`config.mk`:
```
export PLATFORM = sky130hd
export DESIGN_NAME = tct_ctrl
export DESIGN_NICKNAME = d
export VERILOG_FILES = /design/src/hw/rtl/tct_pkg.sv /design/src/hw/rtl/tct_ctrl.sv
export SDC_FILE = /design/constraint.sdc
export NUM_CORES = 1
export LEC_CHECK = 0
export BUFFER_PORTS_ARGS = -buffer_cell sky130_fd_sc_hd__buf_2
export CAP_MARGIN = 20
export CORE_MARGIN = 5
export CORE_UTILIZATION = 52
export CTS_CLUSTER_DIAMETER = 30
export DETAILED_ROUTE_END_ITERATION = 10
export PLACE_DENSITY_LB_ADDON = 0.05
export SYNTH_ARGS = -nofsm -noshare
export SYNTH_HDL_FRONTEND = slang
export SYNTH_SLANG_ARGS = --single-unit
```
`constraint.sdc`:
```
create_clock -name clk -period 2.5 [get_ports clk]
set_clock_uncertainty 0.2 [all_clocks]
set_input_delay 0.5 -clock clk [delete_from_list [all_inputs] [get_ports clk]]
set_output_delay 0.5 -clock clk [all_outputs]
set_load 0.005 [all_outputs]
```
`src/hw/rtl/tct_pkg.sv`:
```
package tct_pkg;

  localparam int MAX_LINES   = 256;
  localparam int MAX_SAMPLES = 256;
  localparam int TIME_WIDTH  = 32;

  localparam int GRID_DEPTH = MAX_LINES * MAX_SAMPLES;
  localparam int ADDR_W     = $clog2(GRID_DEPTH);
  localparam int CMP_W      = (TIME_WIDTH > 32) ? TIME_WIDTH : 32;
  localparam int ROW_CAP    = (MAX_LINES < 256) ? MAX_LINES : 256;
  localparam int COL_CAP    = (MAX_SAMPLES < 256) ? MAX_SAMPLES : 256;

  localparam int COORD_W = 10;
  localparam int COUNT_W = 18;
  localparam logic [COUNT_W-1:0] COUNT_MAX = '1;

  localparam logic [1:0] MODE_LOAD  = 2'd0;
  localparam logic [1:0] MODE_START = 2'd1;
  localparam logic [1:0] MODE_NEXT  = 2'd2;

  localparam int PADDR_W = 4;
  localparam logic [1:0] REG_THRESHOLD = 2'd0;
  localparam logic [1:0] REG_LINES     = 2'd1;
  localparam logic [1:0] REG_SAMPLES   = 2'd2;

  localparam logic [2:0] DIR_RESET = 3'd1;
  localparam logic [3:0] PROBE_COUNT = 4'd8;

  typedef struct packed {
    logic write;
    logic seed_scan;
    logic issue_scan;
    logic set_start;
    logic seed_probe;
    logic issue_probe;
    logic last_issue;
    logic take_step;
    logic load_out;
    logic out_last;
  } tct_cmd_t;

  typedef struct packed {
    logic eval_valid;
    logic eval_hit;
    logic eval_last;
    logic cur_is_start;
  } tct_sts_t;

  function automatic logic signed [COORD_W-1:0] step_row(input logic [2:0] dir);
    logic signed [COORD_W-1:0] s;
    case (dir)
      3'd1, 3'd2, 3'd3: s = 10'sd1;
      3'd5, 3'd6, 3'd7: s = -10'sd1;
      default:          s = 10'sd0;
    endcase
    return s;
  endfunction

  function automatic logic signed [COORD_W-1:0] step_col(input logic [2:0] dir);
    logic signed [COORD_W-1:0] s;
    case (dir)
      3'd0, 3'd1, 3'd7: s = 10'sd1;
      3'd3, 3'd4, 3'd5: s = -10'sd1;
      default:          s = 10'sd0;
    endcase
    return s;
  endfunction

  function automatic logic [2:0] probe_first(input logic [2:0] prev);
    return prev[0] ? prev + 3'd2 : prev + 3'd1;
  endfunction

endpackage

```
`src/hw/rtl/tct_ctrl.sv`:
```
module tct_ctrl (
  input  logic              clk,
  input  logic              rst,
  input  logic              in_valid,
  input  logic [1:0]        mode,
  output logic              in_stall,
  output logic              out_valid,
  input  logic              out_stall,
  input  tct_pkg::tct_sts_t sts,
  output tct_pkg::tct_cmd_t cmd
);
  import tct_pkg::*;

  typedef enum logic [4:0] {
    S_IDLE  = 5'b00001,
    S_SCAN  = 5'b00010,
    S_PSEED = 5'b00100,
    S_PROBE = 5'b01000,
    S_EMIT  = 5'b10000
  } state_t;

  state_t     state, state_next;
  logic       tracing, tracing_next;
  logic       is_start, is_start_next;
  logic       scan_any, scan_any_next;
  logic       any, any_next;
  logic [3:0] issue_cnt, issue_cnt_next;
  logic       accept;
  logic       out_free;

  assign in_stall = (state != S_IDLE);
  assign accept   = in_valid && (state == S_IDLE);
  assign out_free = !out_valid || !out_stall;

  always_comb begin
    state_next     = state;
    tracing_next   = tracing;
    is_start_next  = is_start;
    scan_any_next  = scan_any;
    any_next       = any;
    issue_cnt_next = issue_cnt;
    cmd            = '0;
    case (state)
      S_IDLE: begin
        if (accept) begin
          case (mode)
            MODE_LOAD: cmd.write = 1'b1;
            MODE_START: begin
              tracing_next  = 1'b0;
              scan_any_next = 1'b0;
              cmd.seed_scan = 1'b1;
              state_next    = S_SCAN;
            end
            MODE_NEXT: begin
              if (tracing) begin
                cmd.seed_probe = 1'b1;
                is_start_next  = 1'b0;
                issue_cnt_next = '0;
                state_next     = S_PROBE;
              end
            end
            default: ;
          endcase
        end
      end
      S_SCAN: begin
        cmd.issue_scan = 1'b1;
        if (sts.eval_valid) begin
          if (sts.eval_hit) begin
            scan_any_next = 1'b1;
          end else if (!scan_any) begin
            state_next = S_IDLE;
          end else begin
            cmd.set_start = 1'b1;
            state_next    = S_PSEED;
          end
        end
      end
      S_PSEED: begin
        cmd.seed_probe = 1'b1;
        is_start_next  = 1'b1;
        issue_cnt_next = '0;
        state_next     = S_PROBE;
      end
      S_PROBE: begin
        cmd.issue_probe = (issue_cnt != PROBE_COUNT);
        cmd.last_issue  = (issue_cnt == PROBE_COUNT - 4'd1);
        if (cmd.issue_probe) issue_cnt_next = issue_cnt + 4'd1;
        if (sts.eval_valid) begin
          if (sts.eval_hit) begin
            if (is_start) any_next = 1'b1;
            else cmd.take_step = 1'b1;
            state_next = S_EMIT;
          end else if (sts.eval_last) begin
            if (is_start) begin
              any_next   = 1'b0;
              state_next = S_EMIT;
            end else begin
              tracing_next = 1'b0;
              state_next   = S_IDLE;
            end
          end
        end
      end
      S_EMIT: begin
        if (out_free) begin
          cmd.load_out = 1'b1;
          cmd.out_last = is_start ? !any : sts.cur_is_start;
          tracing_next = is_start ? any : !sts.cur_is_start;
          state_next   = S_IDLE;
        end
      end
      default: state_next = S_IDLE;
    endcase
  end

  always_ff @(posedge clk) begin
    if (rst) begin
      state     <= S_IDLE;
      tracing   <= 1'b0;
      is_start  <= 1'b0;
      scan_any  <= 1'b0;
      any       <= 1'b0;
      issue_cnt <= '0;
      out_valid <= 1'b0;
    end else begin
      state     <= state_next;
      tracing   <= tracing_next;
      is_start  <= is_start_next;
      scan_any  <= scan_any_next;
      any       <= any_next;
      issue_cnt <= issue_cnt_next;
      if (cmd.load_out) out_valid <= 1'b1;
      else if (!out_stall) out_valid <= 1'b0;
    end
  end

endmodule

```
==> out/summary.txt <==
status: completed
switching pwr: 0.118 mW
area leader, netlist: dfxtp_1
vias in the first global route: 843
First DRT Iteration DRCs: 17
WP data required: 1.80 ns
final number of setup-violating endpoints: 0
crit path DAT: 1.70 ns
die area: 2720 sq um
Pleak: 0.461 nW
max cap viols: 0
commonest cells after routing, fill and taps aside: buf_2 (21), dfxtp_1 (14), nand2_1 (13)
vias per cell: 5.63
Pre-antenna DRT Iters: 4
Worst slew margin: 0.717
net count after synthesis: 130
Max VDD drop: 269 uV
CTS tree: done
Yosys Warn Count: 0
number of synthesized register bits: 14
post-synth top area share: 0.304
clk_lat worst skew: 0.29 ns
final wirelength: 2260 microns
Gate power share: 0.114
Synth area leaders: dfxtp_1 (30%), nand2_1 (5.3%), nor2_1 (4.5%), a21oi_1 (3.8%), inv_1 (3.7%)
Area Growth Syn to Fin: 14.2%
fill count: 173
clk slew on worst S/H paths: 0.09 ns
final hold violations: 0
setup_tns: 0 ns
number of cell rows: 15
total number of vias: 906
core box area: 1710 sq um
Slew Viols, Final: 0
post-synth cell types: 40
critical path startpoint category: flop
root buf cell: clkbuf_4
DRC violations left: 0
clock network fraction of total power: 0.378
Global Route Usage Sum: 0.189
Synth Instances: 118
Inserted Diodes: 0
Starting Density: 0.540
WL per Instance: 14.0 microns
nets@finish: 149
crit-path max FO: 10
P per Cell Area: 430 nW/um^2
Mapped Area: 922 sq um
total grt overflow: 0
cts bufs inserted: 3
commonest non-fill, non-tap cell in the layout: buf_2
Placer Congestion: 0.964
io pins: 22
prevailing post-synth register cell: dfxtp_1
Post-synth EDFFs: 0
switching share of power: 0.261
Async S/R FF share, synth: 0
area of the multi-input gates: 559 sq um
largest net degree at the start of global routing: 18
crit path time final: 2.40 ns
worst-case clock buffer depth: 2
RSZ-0062 raised after global routing: no
first-pass GRT wire length: 3800 microns
initial antenna violation count: 0
total clock sinks: 14
Int Pwr: 0.335 mW
HPWL after DPL: 1700 microns
Port Buffer Count: 21
CP endpoint kind: output port
Hold Crit Class: reg2reg
register area: 280 sq um
Util after Layout: 0.617
Seq pwr share: 0.509
Die Width: 52.1 microns
Mean Syn Cell Area: 7.81 sq um
layout cell share with drive strength beyond 1: 0.228
register area share after synthesis: 0.304
Max Fclk: 0.417 GHz
worst slew pin tran: 0.424 ns
post-CTS setup repair buffer count: 0
Routed Antenna Nets: 0
final period utilization: 0.959
H-tree Lvls: 1
Die H: 52.1 microns
worst setup path class: reg2out
logic make-up after synthesis:
group	after synthesis	synth area share
multiplexers	3	0.0326
XOR/XNOR	3	0.0285
flip-flops	14	0.304
buffers and inverters	17	0.0977
adder cells (fa/ha/maj)	2	0.0271
AND/OR/NAND/NOR	55	0.331
AO/OA/AOI/OAI	24	0.179
state kept, by name, indices dropped and copies added, names as in the netlist:
name       flops
any            1
tracing        1
scan_any       1
out_valid      1
state          5
issue_cnt      4
is_start       1
per-stage QoR:
step | instance area [sq um] | std cells | setup WS (ns) | power [mW] | hold slack, ns
4_1_cts | 1050 | 161 | 0.0319 | 0.454 | 0.287
2_1_floorplan | 922 | 118 | 0.604 | 0.269 | 0.242
6_report | 1050 | 161 | 0.101 | 0.453 | 0.293
5_1_grt | 1050 | 161 | 0.0158 | 0.470 | 0.336
3_5_place_dp | 1010 | 157 | 0.375 | 0.286 | 0.270
3_3_place_gp | 1010 | 157 | 0.403 | 0.285 | 0.269
final timing paths:
check,from,end,slack [ns],cells past startpoint
worst min-delay path,scan_any,state[2],0.29,2
worst min register to register,scan_any,state[2],0.29,2
worst max-delay path,state[0],cmd[3],0.10,4
worst max register to register,state[0],state[4],0.54,5
timing repair:
item                       in CTS  in global routing
resized for setup               0                  2
setup endpoints to repair       0                  3
hold buffers                    0                  0
worst max-delay path: stages, from the launching register on:
cell,delay (ns)
dfxtp_1,0.44
nor4_4,0.39
and2_2,0.28
and4b_1,0.19
buf_2,0.11
synthesized netlist by cell type (3+ instances only):
library cell / n
dfxtp_1: 14
nand2_1: 13
nor2_1: 11
inv_1: 9
a21oi_1: 7
nor3_1: 5
nand3_1: 4
and3_1: 3
buf_2: 3
mux2i_1: 3
nand2b_1: 3
nor2b_1: 3
o22ai_1: 3
per-layer routing:
metal | up-vias | share of wire | global-route usage
met5 | - | 0 | 0
met4 | 0 | 0.014 | 0.0655
met3 | 4 | 0.082 | 0.0602
met2 | 43 | 0.45 | 0.278
met1 | 407 | 0.46 | 0.255
li1 | 452 | - | -
power by group through the flow:
stage / Sequential [mW] / Combinational (mW) / Clock [mW]
after floorplan: 0.230 / 0.0384 / 0
after global placement: 0.235 / 0.0506 / 0
after detailed placement: 0.235 / 0.0505 / 0
after CTS: 0.230 / 0.0508 / 0.173
after global routing: 0.231 / 0.0564 / 0.182
final: 0.230 / 0.0516 / 0.171
layout make-up:
cell class,count,share of cell area
multi-input cells,87,0.531
flip-flops and latches,14,0.266
repair buffers,22,0.107
inverters,9,0.0321
well taps,25,0.0297
clock buffers,4,0.0344
Note: power is estimated with default switching activity, not from simulation.
